$ cat src/design/taie_pkg.sv
// taie_pkg: shared types and constants for the toy ALU instruction executor
// no dependencies; used by the interfaces, the ALU and the top level

package taie_pkg;

   // data path and register file geometry
   localparam int DATA_W    = 32;
   localparam int REG_COUNT = 32;
   localparam int REG_IDX_W = 5;
   localparam int SHAMT_W   = 5;
   localparam int STATUS_W  = 2;

   // instruction word field positions
   localparam int OPC_MSB  = 31;
   localparam int OPC_LSB  = 26;
   localparam int DST_MSB  = 25;
   localparam int DST_LSB  = 21;
   localparam int SRC1_MSB = 20;
   localparam int SRC1_LSB = 16;
   localparam int SRC2_MSB = 15;
   localparam int SRC2_LSB = 11;
   localparam int SH_MSB   = 10;
   localparam int SH_LSB   = 6;

   // last step of the 32-step iterative operations
   localparam logic [SHAMT_W-1:0] LAST_STEP = SHAMT_W'(DATA_W - 1);

   typedef enum logic [OPC_MSB-OPC_LSB:0] {
      OP_ADD = 6'd1,
      OP_SUB = 6'd2,
      OP_MUL = 6'd3,
      OP_DIV = 6'd4,
      OP_SHL = 6'd5,
      OP_SRA = 6'd6,
      OP_AND = 6'd7,
      OP_OR  = 6'd8,
      OP_XOR = 6'd9
   } opcode_type;

   typedef enum logic [STATUS_W-1:0] {
      ST_OK       = 2'd0,
      ST_BAD_OP   = 2'd1,
      ST_DIV_ZERO = 2'd2
   } status_type;

   // top level sequencer
   typedef enum logic [2:0] {
      S_IDLE,
      S_READ_A,
      S_READ_B,
      S_DECODE,
      S_RUN,
      S_FINISH
   } seq_state_type;

   // ALU internal phase
   typedef enum logic [1:0] {
      A_IDLE,
      A_MUL,
      A_DIV,
      A_FIX
   } alu_state_type;

   // control from the sequencer to the ALU
   typedef struct packed {
      logic       start;
      opcode_type op;
   } alu_req_type;

endpackage

$ cat src/design/taie_if.sv
// taie_if: valid/ready channel interfaces for commands and results
// depends on taie_pkg for the field widths

interface taie_req_if;
   logic                                   valid;
   logic                                   ready;
   logic                                   command;
   logic [taie_pkg::DATA_W-1:0]            instr_word;
   logic [taie_pkg::REG_IDX_W-1:0]         load_index;
   logic signed [taie_pkg::DATA_W-1:0]     load_value;

   modport source (output valid, command, instr_word, load_index, load_value,
                   input ready);
   modport sink   (input valid, command, instr_word, load_index, load_value,
                   output ready);
endinterface

interface taie_rsp_if;
   logic                                   valid;
   logic                                   ready;
   logic [taie_pkg::REG_IDX_W-1:0]         dest_reg;
   logic signed [taie_pkg::DATA_W-1:0]     operand_a;
   logic signed [taie_pkg::DATA_W-1:0]     operand_b;
   logic signed [taie_pkg::DATA_W-1:0]     result_value;
   logic [taie_pkg::STATUS_W-1:0]          status;

   modport source (output valid, dest_reg, operand_a, operand_b, result_value, status,
                   input ready);
   modport sink   (input valid, dest_reg, operand_a, operand_b, result_value, status,
                   output ready);
endinterface

$ cat src/design/taie_ram.sv
// taie_ram: generic single write port, single read port RAM with registered read
// no dependencies

module taie_ram #(
   parameter int  WIDTH  = 32,
   parameter int  DEPTH  = 32,
   localparam int ADDR_W = $clog2(DEPTH)
) (
   input  logic              clock,
   input  logic              wr_en,
   input  logic [ADDR_W-1:0] wr_addr,
   input  logic [WIDTH-1:0]  wr_data,
   input  logic [ADDR_W-1:0] rd_addr,
   output logic [WIDTH-1:0]  rd_data
);

   logic [WIDTH-1:0] mem_ff [DEPTH];
   logic [WIDTH-1:0] rd_data_ff;

   // write port and registered read port
   always_ff @(posedge clock) begin
      if (wr_en) begin
         mem_ff[wr_addr] <= wr_data;
      end
      rd_data_ff <= mem_ff[rd_addr];
   end

   assign rd_data = rd_data_ff;

endmodule

$ cat src/design/taie_alu.sv
// taie_alu: shared ALU with one adder, iterative shift-add multiply and restoring divide
// depends on taie_pkg for opcodes, phases and the request struct

module taie_alu (
   input  logic                          clock,
   input  logic                          reset,
   input  taie_pkg::alu_req_type         alu_req,
   input  logic [taie_pkg::DATA_W-1:0]   opnd_a,
   input  logic [taie_pkg::DATA_W-1:0]   opnd_b,
   input  logic [taie_pkg::SHAMT_W-1:0]  shamt,
   output logic                          done,
   output logic [taie_pkg::DATA_W-1:0]   result
);

   localparam int W = taie_pkg::DATA_W;

   taie_pkg::alu_state_type      phase_ff, phase_in;
   logic                         done_ff, done_in;
   logic [taie_pkg::SHAMT_W-1:0] cnt_ff, cnt_in;
   logic [W-1:0]                 acc_ff;
   logic [W-1:0]                 x_ff;
   logic [W-1:0]                 y_ff;
   logic                         neg_ff;

   logic [W:0]   add_x;
   logic [W:0]   add_y;
   logic         add_inv;
   logic [W+1:0] add_sum;
   logic         div_fit;
   logic [W-1:0] quick_res;
   logic [W-1:0] abs_a;
   logic [W-1:0] abs_b;

   // operand selection for the shared adder
   always_comb begin
      add_x   = '0;
      add_y   = '0;
      add_inv = 1'b0;
      if (alu_req.start) begin
         add_x   = {1'b0, opnd_a};
         add_y   = {1'b0, opnd_b};
         add_inv = (alu_req.op == taie_pkg::OP_SUB);
      end else begin
         unique case (phase_ff)
            taie_pkg::A_MUL: begin
               add_x = {1'b0, acc_ff};
               add_y = {1'b0, (y_ff[0] ? x_ff : '0)};
            end
            taie_pkg::A_DIV: begin
               add_x   = {acc_ff, y_ff[W-1]};
               add_y   = {1'b0, x_ff};
               add_inv = 1'b1;
            end
            taie_pkg::A_FIX: begin
               add_y   = {1'b0, y_ff};
               add_inv = neg_ff;
            end
            taie_pkg::A_IDLE: begin
            end
            default: begin
            end
         endcase
      end
   end

   // shared adder, top bit is the borrow for subtraction
   assign add_sum = {1'b0, add_x} + ({1'b0, add_y} ^ {(W+2){add_inv}})
                    + (W+2)'(add_inv);
   assign div_fit = ~add_sum[W+1];

   // magnitudes for the divider
   assign abs_a = opnd_a[W-1] ? (W'(0) - opnd_a) : opnd_a;
   assign abs_b = opnd_b[W-1] ? (W'(0) - opnd_b) : opnd_b;

   // operations computed directly from the operands at start
   always_comb begin
      unique case (alu_req.op)
         taie_pkg::OP_ADD,
         taie_pkg::OP_SUB: quick_res = add_sum[W-1:0];
         taie_pkg::OP_SHL: quick_res = opnd_a << shamt;
         taie_pkg::OP_SRA: quick_res = W'($signed(opnd_a) >>> shamt);
         taie_pkg::OP_AND: quick_res = opnd_a & opnd_b;
         taie_pkg::OP_OR:  quick_res = opnd_a | opnd_b;
         taie_pkg::OP_XOR: quick_res = opnd_a ^ opnd_b;
         default:          quick_res = '0;
      endcase
   end

   // phase register
   always_ff @(posedge clock) begin
      if (reset) begin
         phase_ff <= taie_pkg::A_IDLE;
         done_ff  <= 1'b0;
         cnt_ff   <= '0;
      end else begin
         phase_ff <= phase_in;
         done_ff  <= done_in;
         cnt_ff   <= cnt_in;
      end
   end

   // phase sequencing and step count
   always_comb begin
      phase_in = phase_ff;
      done_in  = 1'b0;
      cnt_in   = cnt_ff;
      if (alu_req.start) begin
         cnt_in = '0;
         if (alu_req.op == taie_pkg::OP_MUL) begin
            phase_in = taie_pkg::A_MUL;
         end else if (alu_req.op == taie_pkg::OP_DIV) begin
            phase_in = taie_pkg::A_DIV;
         end else begin
            done_in = 1'b1;
         end
      end else begin
         unique case (phase_ff)
            taie_pkg::A_MUL: begin
               cnt_in = cnt_ff + 1'b1;
               if (cnt_ff == taie_pkg::LAST_STEP) begin
                  phase_in = taie_pkg::A_IDLE;
                  done_in  = 1'b1;
               end
            end
            taie_pkg::A_DIV: begin
               cnt_in = cnt_ff + 1'b1;
               if (cnt_ff == taie_pkg::LAST_STEP) begin
                  phase_in = taie_pkg::A_FIX;
               end
            end
            taie_pkg::A_FIX: begin
               phase_in = taie_pkg::A_IDLE;
               done_in  = 1'b1;
            end
            taie_pkg::A_IDLE: begin
            end
            default: begin
               phase_in = taie_pkg::A_IDLE;
            end
         endcase
      end
   end

   // working registers: accumulator / remainder, multiplicand / divisor,
   // multiplier / dividend-quotient
   always_ff @(posedge clock) begin
      if (alu_req.start) begin
         if (alu_req.op == taie_pkg::OP_MUL) begin
            acc_ff <= '0;
            x_ff   <= opnd_a;
            y_ff   <= opnd_b;
         end else if (alu_req.op == taie_pkg::OP_DIV) begin
            acc_ff <= '0;
            x_ff   <= abs_b;
            y_ff   <= abs_a;
            neg_ff <= opnd_a[W-1] ^ opnd_b[W-1];
         end else begin
            acc_ff <= quick_res;
         end
      end else begin
         unique case (phase_ff)
            taie_pkg::A_MUL: begin
               acc_ff <= add_sum[W-1:0];
               x_ff   <= x_ff << 1;
               y_ff   <= y_ff >> 1;
            end
            taie_pkg::A_DIV: begin
               if (div_fit) begin
                  acc_ff <= add_sum[W-1:0];
                  y_ff   <= {y_ff[W-2:0], 1'b1};
               end else begin
                  acc_ff <= {acc_ff[W-2:0], y_ff[W-1]};
                  y_ff   <= {y_ff[W-2:0], 1'b0};
               end
            end
            taie_pkg::A_FIX: begin
               acc_ff <= add_sum[W-1:0];
            end
            taie_pkg::A_IDLE: begin
            end
            default: begin
            end
         endcase
      end
   end

   assign done   = done_ff;
   assign result = acc_ff;

endmodule

$ cat src/design/toy_alu_instruction_executor_top.sv
// Toy ALU instruction executor: 32 signed 32-bit registers, written by load
// commands and by decoded instruction words (add, sub, mul, signed div, shift
// left, arithmetic shift right, and, or, xor). One command is worked on at a
// time and every command gives exactly one response transfer. A load goes
// straight to its response; an unknown opcode or a divide by zero ends after
// decode; the other operations run on the shared ALU, where multiply and divide
// retire one bit per cycle through its single adder. The register file is a RAM
// with one read port, so the two sources are fetched in consecutive cycles.
// A finished response waits in an output register while the next command
// is taken. Depends on taie_pkg, taie_if, taie_ram and taie_alu.

module toy_alu_instruction_executor_top (
   input  logic       clock,
   input  logic       reset,
   taie_req_if.sink   req_ch,
   taie_rsp_if.source rsp_ch
);

   localparam int W = taie_pkg::DATA_W;

   taie_pkg::seq_state_type state_ff, state_in;

   logic [W-1:0]                   word_ff;
   logic [taie_pkg::REG_IDX_W-1:0] dest_ff;
   logic [W-1:0]                   opa_ff;
   logic [W-1:0]                   opb_ff;
   logic [W-1:0]                   res_ff;
   taie_pkg::status_type           st_ff;

   logic                           out_valid_ff, out_valid_in;
   logic [taie_pkg::REG_IDX_W-1:0] out_dest_ff;
   logic [W-1:0]                   out_opa_ff;
   logic [W-1:0]                   out_opb_ff;
   logic [W-1:0]                   out_res_ff;
   taie_pkg::status_type           out_st_ff;

   logic [taie_pkg::REG_COUNT-1:0] vld_ff;

   taie_pkg::opcode_type           opcode;
   logic [taie_pkg::REG_IDX_W-1:0] src1;
   logic [taie_pkg::REG_IDX_W-1:0] src2;
   logic [taie_pkg::SHAMT_W-1:0]   shamt;
   logic                           op_known;
   logic                           op_shift;
   logic [W-1:0]                   a_val;
   logic [W-1:0]                   b_val;
   logic                           div_zero;
   logic                           take_out;
   logic                           accept;

   logic                           ram_wr_en;
   logic [taie_pkg::REG_IDX_W-1:0] ram_rd_addr;
   logic [W-1:0]                   ram_rd_data;

   taie_pkg::alu_req_type          alu_req;
   logic                           alu_done;
   logic [W-1:0]                   alu_result;

   // instruction field decode
   assign opcode = taie_pkg::opcode_type'(word_ff[taie_pkg::OPC_MSB:taie_pkg::OPC_LSB]);
   assign src1   = word_ff[taie_pkg::SRC1_MSB:taie_pkg::SRC1_LSB];
   assign src2   = word_ff[taie_pkg::SRC2_MSB:taie_pkg::SRC2_LSB];
   assign shamt  = word_ff[taie_pkg::SH_MSB:taie_pkg::SH_LSB];

   assign op_known = (opcode >= taie_pkg::OP_ADD) && (opcode <= taie_pkg::OP_XOR);
   assign op_shift = (opcode == taie_pkg::OP_SHL) || (opcode == taie_pkg::OP_SRA);

   // register read data, never-written registers read as zero
   assign a_val    = vld_ff[src1] ? ram_rd_data : '0;
   assign b_val    = vld_ff[src2] ? ram_rd_data : '0;
   assign div_zero = (opcode == taie_pkg::OP_DIV) && (b_val == '0);

   assign accept   = (state_ff == taie_pkg::S_IDLE) && req_ch.valid;
   assign take_out = (state_ff == taie_pkg::S_FINISH) && (!out_valid_ff || rsp_ch.ready);

   assign ram_wr_en   = take_out && (st_ff == taie_pkg::ST_OK);
   assign ram_rd_addr = (state_ff == taie_pkg::S_READ_A) ? src1 : src2;

   // register file storage
   taie_ram #(
      .WIDTH (W),
      .DEPTH (taie_pkg::REG_COUNT)
   ) u_regfile (
      .clock   (clock),
      .wr_en   (ram_wr_en),
      .wr_addr (dest_ff),
      .wr_data (res_ff),
      .rd_addr (ram_rd_addr),
      .rd_data (ram_rd_data)
   );

   // shared arithmetic unit
   taie_alu u_alu (
      .clock   (clock),
      .reset   (reset),
      .alu_req (alu_req),
      .opnd_a  (opa_ff),
      .opnd_b  (b_val),
      .shamt   (shamt),
      .done    (alu_done),
      .result  (alu_result)
   );

   // sequencer state register
   always_ff @(posedge clock) begin
      if (reset) begin
         state_ff <= taie_pkg::S_IDLE;
      end else begin
         state_ff <= state_in;
      end
   end

   // sequencer next state and ALU start
   always_comb begin
      state_in      = state_ff;
      alu_req.start = 1'b0;
      alu_req.op    = opcode;
      unique case (state_ff)
         taie_pkg::S_IDLE: begin
            if (req_ch.valid) begin
               state_in = req_ch.command ? taie_pkg::S_READ_A : taie_pkg::S_FINISH;
            end
         end
         taie_pkg::S_READ_A: begin
            state_in = taie_pkg::S_READ_B;
         end
         taie_pkg::S_READ_B: begin
            state_in = taie_pkg::S_DECODE;
         end
         taie_pkg::S_DECODE: begin
            if (!op_known || div_zero) begin
               state_in = taie_pkg::S_FINISH;
            end else begin
               alu_req.start = 1'b1;
               state_in      = taie_pkg::S_RUN;
            end
         end
         taie_pkg::S_RUN: begin
            if (alu_done) begin
               state_in = taie_pkg::S_FINISH;
            end
         end
         taie_pkg::S_FINISH: begin
            if (take_out) begin
               state_in = taie_pkg::S_IDLE;
            end
         end
         default: begin
            state_in = taie_pkg::S_IDLE;
         end
      endcase
   end

   // working item registers
   always_ff @(posedge clock) begin
      if (accept) begin
         word_ff <= req_ch.instr_word;
         if (req_ch.command) begin
            dest_ff <= req_ch.instr_word[taie_pkg::DST_MSB:taie_pkg::DST_LSB];
         end else begin
            dest_ff <= req_ch.load_index;
            res_ff  <= req_ch.load_value;
            opa_ff  <= '0;
            opb_ff  <= '0;
            st_ff   <= taie_pkg::ST_OK;
         end
      end
      if (state_ff == taie_pkg::S_READ_B) begin
         opa_ff <= a_val;
      end
      if (state_ff == taie_pkg::S_DECODE) begin
         opb_ff <= op_shift ? W'(shamt) : b_val;
         res_ff <= '0;
         if (!op_known) begin
            st_ff <= taie_pkg::ST_BAD_OP;
         end else if (div_zero) begin
            st_ff <= taie_pkg::ST_DIV_ZERO;
         end else begin
            st_ff <= taie_pkg::ST_OK;
         end
      end
      if ((state_ff == taie_pkg::S_RUN) && alu_done) begin
         res_ff <= alu_result;
      end
   end

   // register valid bits, cleared at reset
   always_ff @(posedge clock) begin
      if (reset) begin
         vld_ff <= '0;
      end else if (ram_wr_en) begin
         vld_ff[dest_ff] <= 1'b1;
      end
   end

   // output register valid
   always_comb begin
      out_valid_in = out_valid_ff;
      if (take_out) begin
         out_valid_in = 1'b1;
      end else if (rsp_ch.ready) begin
         out_valid_in = 1'b0;
      end
   end

   always_ff @(posedge clock) begin
      if (reset) begin
         out_valid_ff <= 1'b0;
      end else begin
         out_valid_ff <= out_valid_in;
      end
   end

   // output payload
   always_ff @(posedge clock) begin
      if (take_out) begin
         out_dest_ff <= dest_ff;
         out_opa_ff  <= opa_ff;
         out_opb_ff  <= opb_ff;
         out_res_ff  <= res_ff;
         out_st_ff   <= st_ff;
      end
   end

   assign req_ch.ready = (state_ff == taie_pkg::S_IDLE);

   assign rsp_ch.valid        = out_valid_ff;
   assign rsp_ch.dest_reg     = out_dest_ff;
   assign rsp_ch.operand_a    = out_opa_ff;
   assign rsp_ch.operand_b    = out_opb_ff;
   assign rsp_ch.result_value = out_res_ff;
   assign rsp_ch.status       = out_st_ff;

endmodule
$ cat src/flat_wrapper.sv
// flat-port wrapper written by rule: the top's interface ports become plain ports
module toy_alu_instruction_executor_top_flat 
  (clock, reset, req_ch_valid, req_ch_command, req_ch_instr_word, req_ch_load_index, req_ch_load_value, req_ch_ready, rsp_ch_valid, rsp_ch_dest_reg, rsp_ch_operand_a, rsp_ch_operand_b, rsp_ch_result_value, rsp_ch_status, rsp_ch_ready);
  taie_req_if req_ch_i ();
  taie_rsp_if rsp_ch_i ();
  input  logic clock;
  input  logic reset;
  input wire logic [$bits(req_ch_i.valid)-1:0] req_ch_valid;
  input wire logic [$bits(req_ch_i.command)-1:0] req_ch_command;
  input wire logic [$bits(req_ch_i.instr_word)-1:0] req_ch_instr_word;
  input wire logic [$bits(req_ch_i.load_index)-1:0] req_ch_load_index;
  input wire logic [$bits(req_ch_i.load_value)-1:0] req_ch_load_value;
  output wire logic [$bits(req_ch_i.ready)-1:0] req_ch_ready;
  output wire logic [$bits(rsp_ch_i.valid)-1:0] rsp_ch_valid;
  output wire logic [$bits(rsp_ch_i.dest_reg)-1:0] rsp_ch_dest_reg;
  output wire logic [$bits(rsp_ch_i.operand_a)-1:0] rsp_ch_operand_a;
  output wire logic [$bits(rsp_ch_i.operand_b)-1:0] rsp_ch_operand_b;
  output wire logic [$bits(rsp_ch_i.result_value)-1:0] rsp_ch_result_value;
  output wire logic [$bits(rsp_ch_i.status)-1:0] rsp_ch_status;
  input wire logic [$bits(rsp_ch_i.ready)-1:0] rsp_ch_ready;
  assign req_ch_i.valid = req_ch_valid;
  assign req_ch_i.command = req_ch_command;
  assign req_ch_i.instr_word = req_ch_instr_word;
  assign req_ch_i.load_index = req_ch_load_index;
  assign req_ch_i.load_value = req_ch_load_value;
  assign req_ch_ready = req_ch_i.ready;
  assign rsp_ch_valid = rsp_ch_i.valid;
  assign rsp_ch_dest_reg = rsp_ch_i.dest_reg;
  assign rsp_ch_operand_a = rsp_ch_i.operand_a;
  assign rsp_ch_operand_b = rsp_ch_i.operand_b;
  assign rsp_ch_result_value = rsp_ch_i.result_value;
  assign rsp_ch_status = rsp_ch_i.status;
  assign rsp_ch_i.ready = rsp_ch_ready;
  toy_alu_instruction_executor_top u_core (.clock(clock), .reset(reset), .req_ch(req_ch_i), .rsp_ch(rsp_ch_i));
endmodule
$ cat config.mk
export PLATFORM = sky130hd
export DESIGN_NAME = toy_alu_instruction_executor_top_flat
export DESIGN_NICKNAME = d
export VERILOG_FILES = /design/src/design/taie_pkg.sv /design/src/design/taie_if.sv /design/src/design/taie_ram.sv /design/src/design/taie_alu.sv /design/src/design/toy_alu_instruction_executor_top.sv /design/src/flat_wrapper.sv
export SDC_FILE = /design/constraint.sdc
export NUM_CORES = 2
export LEC_CHECK = 0
export BUFFER_PORTS_ARGS = -buffer_cell sky130_fd_sc_hd__buf_2
export CORE_UTILIZATION = 55
export CTS_CLUSTER_SIZE = 16
export DETAILED_ROUTE_END_ITERATION = 8
export PLACE_DENSITY = 0.71
export SETUP_SLACK_MARGIN = 0.5
export SYNTH_ARGS = -nofsm -noshare
export SYNTH_HDL_FRONTEND = slang
export SYNTH_SLANG_ARGS = --single-unit
$ cat constraint.sdc
create_clock -name clock -period 7.5 [get_ports clock]
set_input_delay 0 -clock clock [delete_from_list [all_inputs] [get_ports clock]]
set_output_delay 0 -clock clock [all_outputs]
set_load 0.005 [all_outputs]
# Word level (Yosys, flattened, before mapping)
# Memory sizes are Yosys's and may differ from the RTL's. A register that Yosys moved wholly into a read port is not among the register bits.
# Index checks and enable logic that the tools add are counted.
# op_classes
addsub,5
muxes,71
shift,2
n_bitwise,7
order_cmp,6
n_reduce_logical,35
n_eq_ne,27
# ops
cell,n
32-bit two-way mux,25
32-bit case mux with 6 select lines,1
32-bit case mux with 2 select lines,2
32-bit case mux with 3 select lines,1
33-bit two-way mux,2
33-bit case mux with 2 select lines,1
32-bit OR,2
1-bit by 32-bit subtractor with 32-bit output (first input constant),2
33-bit by 34-bit adder with 34-bit output,1
34-bit by 1-bit adder with 34-bit output,1
33-bit by 34-bit XOR with 34-bit output,1
32-bit bitwise AND,1
32-bit zero test,1
32-bit by 5-bit left shift with 32-bit output,1
32-bit by 5-bit >>> shifter with 32-bit output,1
32-bit XOR,1
6-bit by 3-bit equality test with 1-bit output (second input constant),4
2-bit two-way mux,10
5-bit by 6-bit less-than comparator with 1-bit output (second input constant),3
3-bit case mux with 6 select lines,1
1-bit two-way mux,16
6-bit by 2-bit equality test with 1-bit output (second input constant),2
6-bit by 4-bit equality test with 1-bit output (second input constant),2
3-bit two-way mux,4
35 further kinds,67
# totals
mem_count,1
reg_bits,379
word_cells,175
output_inout_bits,105
in_bits,74
ram_bits,1024
# memory_table
memory,depth,width,rd,rd_ports_with_merged_regs,wr,line_no,source
u_core.u_regfile.mem_ff,32,32,1,1,1,taie_ram.sv:17,logic [WIDTH-1:0] mem_ff [DEPTH];

# Longest topological paths before layout
# depth
depth_word,16
mapped_depth,33
depth_no_buf,26

# By module
# Synthesis repeated with hierarchy kept, for this count alone.
# hier_totals
cells_unflattened,4843
area_unflattened_um2,66241.0
# modules_own_cells
module,area_each_um2,n_inst,seq_area_each_um2,cells_each
taie_ram,40487.6,1,31390.1,2260
taie_alu,15698.8,1,3072.9,1938
toy_alu_instruction_executor_top,10054.6,1,7537.2,645

# Least setup slack after synthesis
# OpenSTA, ideal clock, no wires.
# synth_timing
kind,reg2reg
startpoint,register u_core.word_ff[11]
endpoint,"register u_core.u_alu.acc_ff[20] (netlist: u_core.u_alu.result[20]), data pin"
setup_slack_ns,0.574
required_time_ns,7.229
synth_period_minus_slack_ns,6.926
arrival_time_ns,6.654
n_path_buf,8
setup_time_ns,0.271
path_stages_with_launch,34
cell_sequence,edfxtp_1 > buf_2 > buf_4 > mux2i_1 > a22oi_1 > nand3_1 > nand4_2 > clkbuf_1 > clkbuf_1 > nand2_1 > ha_1 > nand3_1 > or3_1 > o2111ai_1 > buf_2 > nor2_1 > a21oi_1 > clkbuf_1 > xnor2_1 > ha_1 > clkbuf_1 > nand2_1 > o21ai_0 > a21oi_1 > o21ai_0 > a31oi_1 > o21a_1 > o21ai_0 > o31ai_4 > o21ai_4 > mux2i_4 > buf_6 > mux2i_1 > o22ai_1
# synth_between
elab_chain_len,16
word_cells_on_any_way,23
cone_classes,add/sub: 2; mux: 14; bitwise: 4; reduce/logical: 3
# synth_lines
element,line_no,source
start: declaration,toy_alu_instruction_executor_top.sv:23,logic [W-1:0] word_ff;
start signal: assignment,toy_alu_instruction_executor_top.sv:157,word_ff <= req_ch.instr_word;
1-bit binary-select mux with 5-bit select *,toy_alu_instruction_executor_top.sv:70,assign b_val = vld_ff[src2] ? ram_rd_data : '0;
1-bit two-way mux (implied by the code) *,toy_alu_instruction_executor_top.sv:70,
32-bit two-way mux *,toy_alu_instruction_executor_top.sv:70,
32-bit zero test,toy_alu_instruction_executor_top.sv:71,assign div_zero = (opcode == taie_pkg::OP_DIV) && (b_val == '0);
1-bit logical AND,toy_alu_instruction_executor_top.sv:71,
1-bit logical OR,toy_alu_instruction_executor_top.sv:131,if (!op_known || div_zero) begin
1-bit two-way mux,toy_alu_instruction_executor_top.sv:131,
1-bit two-way mux,toy_alu_instruction_executor_top.sv:118,unique case (state_ff)
33-bit two-way mux or 1-bit two-way mux (tied branches),taie_alu.sv:39,if (alu_req.start) begin
33-bit by 34-bit XOR with 34-bit output,taie_alu.sv:67,"assign add_sum = {1'b0, add_x} + ({1'b0, add_y} ^ {(W+2){add_inv}})"
33-bit by 34-bit adder with 34-bit output,taie_alu.sv:67,
34-bit by 1-bit adder with 34-bit output,taie_alu.sv:68,+ (W+2)'(add_inv);
32-bit case mux with 6 select lines,taie_alu.sv:77,unique case (alu_req.op)
32-bit two-way mux,taie_alu.sv:152,end else if (alu_req.op == taie_pkg::OP_DIV) begin
32-bit two-way mux,taie_alu.sv:148,if (alu_req.op == taie_pkg::OP_MUL) begin
32-bit two-way mux *,taie_alu.sv:147,if (alu_req.start) begin
end signal: assignment,taie_alu.sv:158,acc_ff <= quick_res;
end signal: assignment,taie_alu.sv:163,acc_ff <= add_sum[W-1:0];
end signal: assignment,taie_alu.sv:169,acc_ff <= add_sum[W-1:0];
end: declaration,taie_alu.sv:20,logic [W-1:0] acc_ff;
# Mark *: on every way between the ends. The rest lies on a longest branch, timed or not. The select of a mux whose other input is x is not followed.
# A chain may end at the register's enable or synchronous reset.

# Final worst setup path
# layout_timing
startpoint,register u_core.word_ff[13]
endpoint,"register u_core.u_alu.acc_ff[19] (netlist: u_core.u_alu.result[19]), data pin"
# The elaborated chain is that of the path after synthesis.

==> results.md <==
* Result of the run: complete, but fails checks
* Violated checks: capacitance limit, slew limit
* Total CTS buffers at 145
* Startpoint kind of the worst setup timing path: flop
* Mapped Cells at 4,573
* Required time at the endpoint of the critical path at 8020 ps
* Hold Slack at 21.81 ps
* Shortest period the worst path allows at 6651 ps
* Post-synthesis instance area at 64,570 um^2
* Input/output buffers at 172
* Clock power frac at 0.282
* Final Hold Violating Endpoints at 0
* Number of different library cells in the post-synthesis netlist at 78
* Most common flop cell mapped by yosys: sky130_fd_sc_hd__edfxtp_1
* Vias per Instance at 6.769
* Mapped Nets at 4,753
* Die outline area at 118,800 um^2
* Drc violations at 0
* Sequential share of power at 0.413
* CP Data Arrival Time at 7170 ps
* Detailed Routing Iterations Pass 1 at 8
* Die outline width at 344.6 um
* Switching power at 8917 uW
* Endpoint kind of the worst setup timing path: flop
* Core Footprint at about 120,000 um^2
* Post-route fraction of the period consumed by the critical path at 0.8868
* Layout Cell Area excl Fill at 73,170 um^2
* Synthesis Warnings at 0
* Number of antenna-violating nets in the routed design at 0
* Headroom to the max-slew limit at -0.04303
* Routed wire length per instance at between 30 and 40 um
* Unrepaired setup endpoints after global routing: no
* Post-synth EDFFs at 1,348
* Maximum fanout along the worst path at 23
* Cell types with the highest counts after synthesis: sky130_fd_sc_hd__edfxtp_1, sky130_fd_sc_hd__nand2_1, sky130_fd_sc_hd__nor2_1
* I/O Pins at 179
* Worst-margin pin slew at between 1500 and 2000 ps
* Initial cell density of the core at 0.5549
* Total clock sinks at 1,424
* DR top layer: met5
* Number of antenna violations at the first check in global routing at 17
* Most numerous cell in the Yosys netlist: sky130_fd_sc_hd__edfxtp_1
* Maximum number of pins on one net before global-route repair at 139
* #FFs+latches synth at ~1,400
* Part of the Yosys area used for sequential elements at 0.6504
* Share of flip-flops with an asynchronous set or reset after synthesis at 0
* Setup TNS at 0 ps
* DP Wirelength at approximately 130 mm
* Top cells by area in the synthesized netlist: sky130_fd_sc_hd__edfxtp_1, sky130_fd_sc_hd__mux4_2, sky130_fd_sc_hd__nand2_1
* Vias in the first global route at 40,890
* Hold Crit Class: input pin to flop
* Met2 wire length at 92.80 mm
* Placed inst area at between 60,000 and 70,000 um^2
* Number of placed cells counting well taps at 6,087
* Upper clock frequency limit at 150.3 MHz
* Leakage power at 0.02494 uW
* Cell accounting for the most synthesized area: sky130_fd_sc_hd__edfxtp_1
* Remaining global-route overflow at 0
* Sum of routed wire length over all layers at 211.5 mm
* Total power divided by cell area at 344.7 nW/um^2
* Combinational fraction of design power at 0.305
* Fin cells at 6,448
* Post-layout net count at 4,982
* WL met1 at 78.06 mm
* Number of core rows at 125
* Number of violations reported at the end of detailed-routing iteration 0 at approximately 6,700
* Maximum clock skew at final layout at 36.87 ps
* Final setup vio count at 0
* Height of the die at 344.6 um
* Clock Tree Buf Depth at 3
* Final Max Tran Viols at 2
* TritonCTS clock tree: built
* Most flops, register: u_core.u_regfile.mem_ff
* Growth of design area from synthesis to finish at 13.32%
* Insertion delay of the later-clocked pin in the worst-skew pair at 770 ps
* Internal at 16,310 uW
* Worst IR drop on VDD at 0.3891 mV
* RePlAce Congestion at 1.093
* First-pass GRT wire length at about 300 mm
* Total vias in the final route at 43,648
* Proportion of layout cells with a drive suffix above 1 at 0.1791
* Clock slew seen by the registers of the worst setup and hold paths at 70 ps
* # H-tree levels at 4
* Switching power as a share of total power at 0.3535
* Buffer type at the clock tree root: sky130_fd_sc_hd__clkbuf_16
* Average cell area after synthesis at about 14 um^2
* Detailed-routed wire length on met3 at 26.07 mm
* Number of maximum-capacitance constraint violations at 1
* Path type of the worst setup path: flop to flop
* Max reg flops at 1,024
* Share of the synthesized area in the top cell type at 0.6269
* Overall routing resource usage at 0.3560
## timing repair
action / 4_1_cts / 5_1_grt
gates resized for setup: 0 / 8
pin swaps: 0 / 1
endpoints found under the setup margin: 25 / 32
cloned: 0 / 2
hold buffers: 86 / 0
buffers inserted: 1 / 3
endpoints found under the hold margin: 89 / 0
## layer usage
layer,GRT usage,vias to the layer above
li1,-,18077
met5,0,-
met4,0.2153,18
met1,0.4895,21720
met3,0.08597,651
met2,0.5171,3182
## critical path, stage by stage, from the launching register on
cell,delay [ps]
sky130_fd_sc_hd__edfxtp_1,510
sky130_fd_sc_hd__nor2b_1,300
sky130_fd_sc_hd__a22oi_1,150
sky130_fd_sc_hd__nand3_1,150
sky130_fd_sc_hd__nand4_4,220
sky130_fd_sc_hd__nand2_1,190
sky130_fd_sc_hd__ha_1,210
sky130_fd_sc_hd__nand3_2,240
sky130_fd_sc_hd__or3_4,470
sky130_fd_sc_hd__o2111a_2,260
sky130_fd_sc_hd__buf_4,300
sky130_fd_sc_hd__nor3_1,210
sky130_fd_sc_hd__a21oi_1,80
sky130_fd_sc_hd__xnor2_1,150
sky130_fd_sc_hd__ha_1,340
sky130_fd_sc_hd__a21o_1,190
sky130_fd_sc_hd__a21o_1,180
sky130_fd_sc_hd__a21oi_1,240
sky130_fd_sc_hd__and2_1,190
sky130_fd_sc_hd__nor3b_2,210
sky130_fd_sc_hd__o311ai_1,200
sky130_fd_sc_hd__a221o_1,400
sky130_fd_sc_hd__a221oi_2,320
sky130_fd_sc_hd__xor2_1,220
sky130_fd_sc_hd__o2111ai_1,130
sky130_fd_sc_hd__a211o_1,330
## area by class of cell
type | count | area, um^2
tap | 1524 | 1907
antenna | 4 | 10.01
inverter | 85 | 321.6
clock buffer | 200 | 3958
fill | 8448 | 43190
clock inverter | 65 | 648.1
timing repair buffer | 391 | 2841
multi-input combinational | 2755 | 21490
sequential | 1424 | 42000
## path summary, 6_finish.rpt
kind | start | endpoint | slack [ps] | cells past startpoint
worst max register to register | u_core.word_ff[13] | u_core.u_alu.result[19] | 850 | 25
worst max-delay path | u_core.word_ff[13] | u_core.u_alu.result[19] | 850 | 25
worst min register to register | u_core.opb_ff[27] | u_core.rsp_ch.operand_b[27] | 420 | 0
worst min-delay path | req_ch_instr_word[14] | u_core.word_ff[14] | 20 | 2
## power groups by stage
stage / registers [uW] / logic, uW / clock network [uW]
2_1_floorplan: 10100 / 4930 / 0
3_3_place_gp: 10500 / 7370 / 0
3_5_place_dp: 10500 / 7410 / 0
4_1_cts: 10400 / 7490 / 7160
5_1_grt: 10500 / 8110 / 7450
6_report: 10400 / 7680 / 7120
## cell families (layout without fill, tap and decap cells)
kind of cell    Yosys count  in the layout  synth area share
simple gates           1291           1291           0.08743
xor+xnor                112            112           0.01519
fa+ha+maj               106            106           0.02066
compound gates          788            789           0.07888
flops                  1424           1424            0.6504
mux                     457            457            0.1240
buf+inv                 395            741           0.02345
other cells               0              4                 0
## stage by stage
step                utilization  total power (uW)  setup WS (ps)
CTS                      0.6279             25030          530.5
finish                   0.6288             25220          848.8
global route             0.6287             26010          468.7
floorplan                     -             15070          574.3
global placement         0.5808             17860          523.1
detailed placement       0.5808             17940          389.6
## placed cells by master (no fill, tap or decap), types with 14 or more instances in the layout
master | Yosys | routed
sky130_fd_sc_hd__mux4_2 | 272 | 272
sky130_fd_sc_hd__mux2i_1 | 173 | 168
sky130_fd_sc_hd__nand3_1 | 230 | 229
sky130_fd_sc_hd__edfxtp_1 | 1348 | 1348
sky130_fd_sc_hd__o22ai_1 | 34 | 34
sky130_fd_sc_hd__a222oi_1 | 18 | 18
sky130_fd_sc_hd__a21oi_1 | 151 | 149
sky130_fd_sc_hd__xnor2_1 | 98 | 98
sky130_fd_sc_hd__inv_1 | 81 | 80
sky130_fd_sc_hd__ha_1 | 105 | 104
sky130_fd_sc_hd__clkbuf_16 | 0 | 148
sky130_fd_sc_hd__a22o_1 | 64 | 64
sky130_fd_sc_hd__nor3_1 | 60 | 59
sky130_fd_sc_hd__nor2_4 | 0 | 32
sky130_fd_sc_hd__o211ai_1 | 37 | 37
sky130_fd_sc_hd__dfxtp_1 | 76 | 76
sky130_fd_sc_hd__buf_2 | 4 | 172
sky130_fd_sc_hd__xor2_1 | 14 | 14
sky130_fd_sc_hd__o21ai_0 | 267 | 265
sky130_fd_sc_hd__a31oi_1 | 14 | 14
sky130_fd_sc_hd__a22oi_1 | 44 | 44
sky130_fd_sc_hd__clkinv_2 | 0 | 22
sky130_fd_sc_hd__and2_1 | 41 | 39
sky130_fd_sc_hd__nand2_1 | 536 | 535
sky130_fd_sc_hd__a211oi_1 | 18 | 18
sky130_fd_sc_hd__a21o_1 | 18 | 18
sky130_fd_sc_hd__a221oi_1 | 23 | 23
sky130_fd_sc_hd__buf_4 | 1 | 123
sky130_fd_sc_hd__o31ai_1 | 24 | 24
sky130_fd_sc_hd__dlygate4sd3_1 | 0 | 86
sky130_fd_sc_hd__nor2_1 | 316 | 281
sky130_fd_sc_hd__clkbuf_1 | 240 | 45
sky130_fd_sc_hd__clkinv_1 | 0 | 15
No activity file was read; power rests on OpenSTA's default activity.
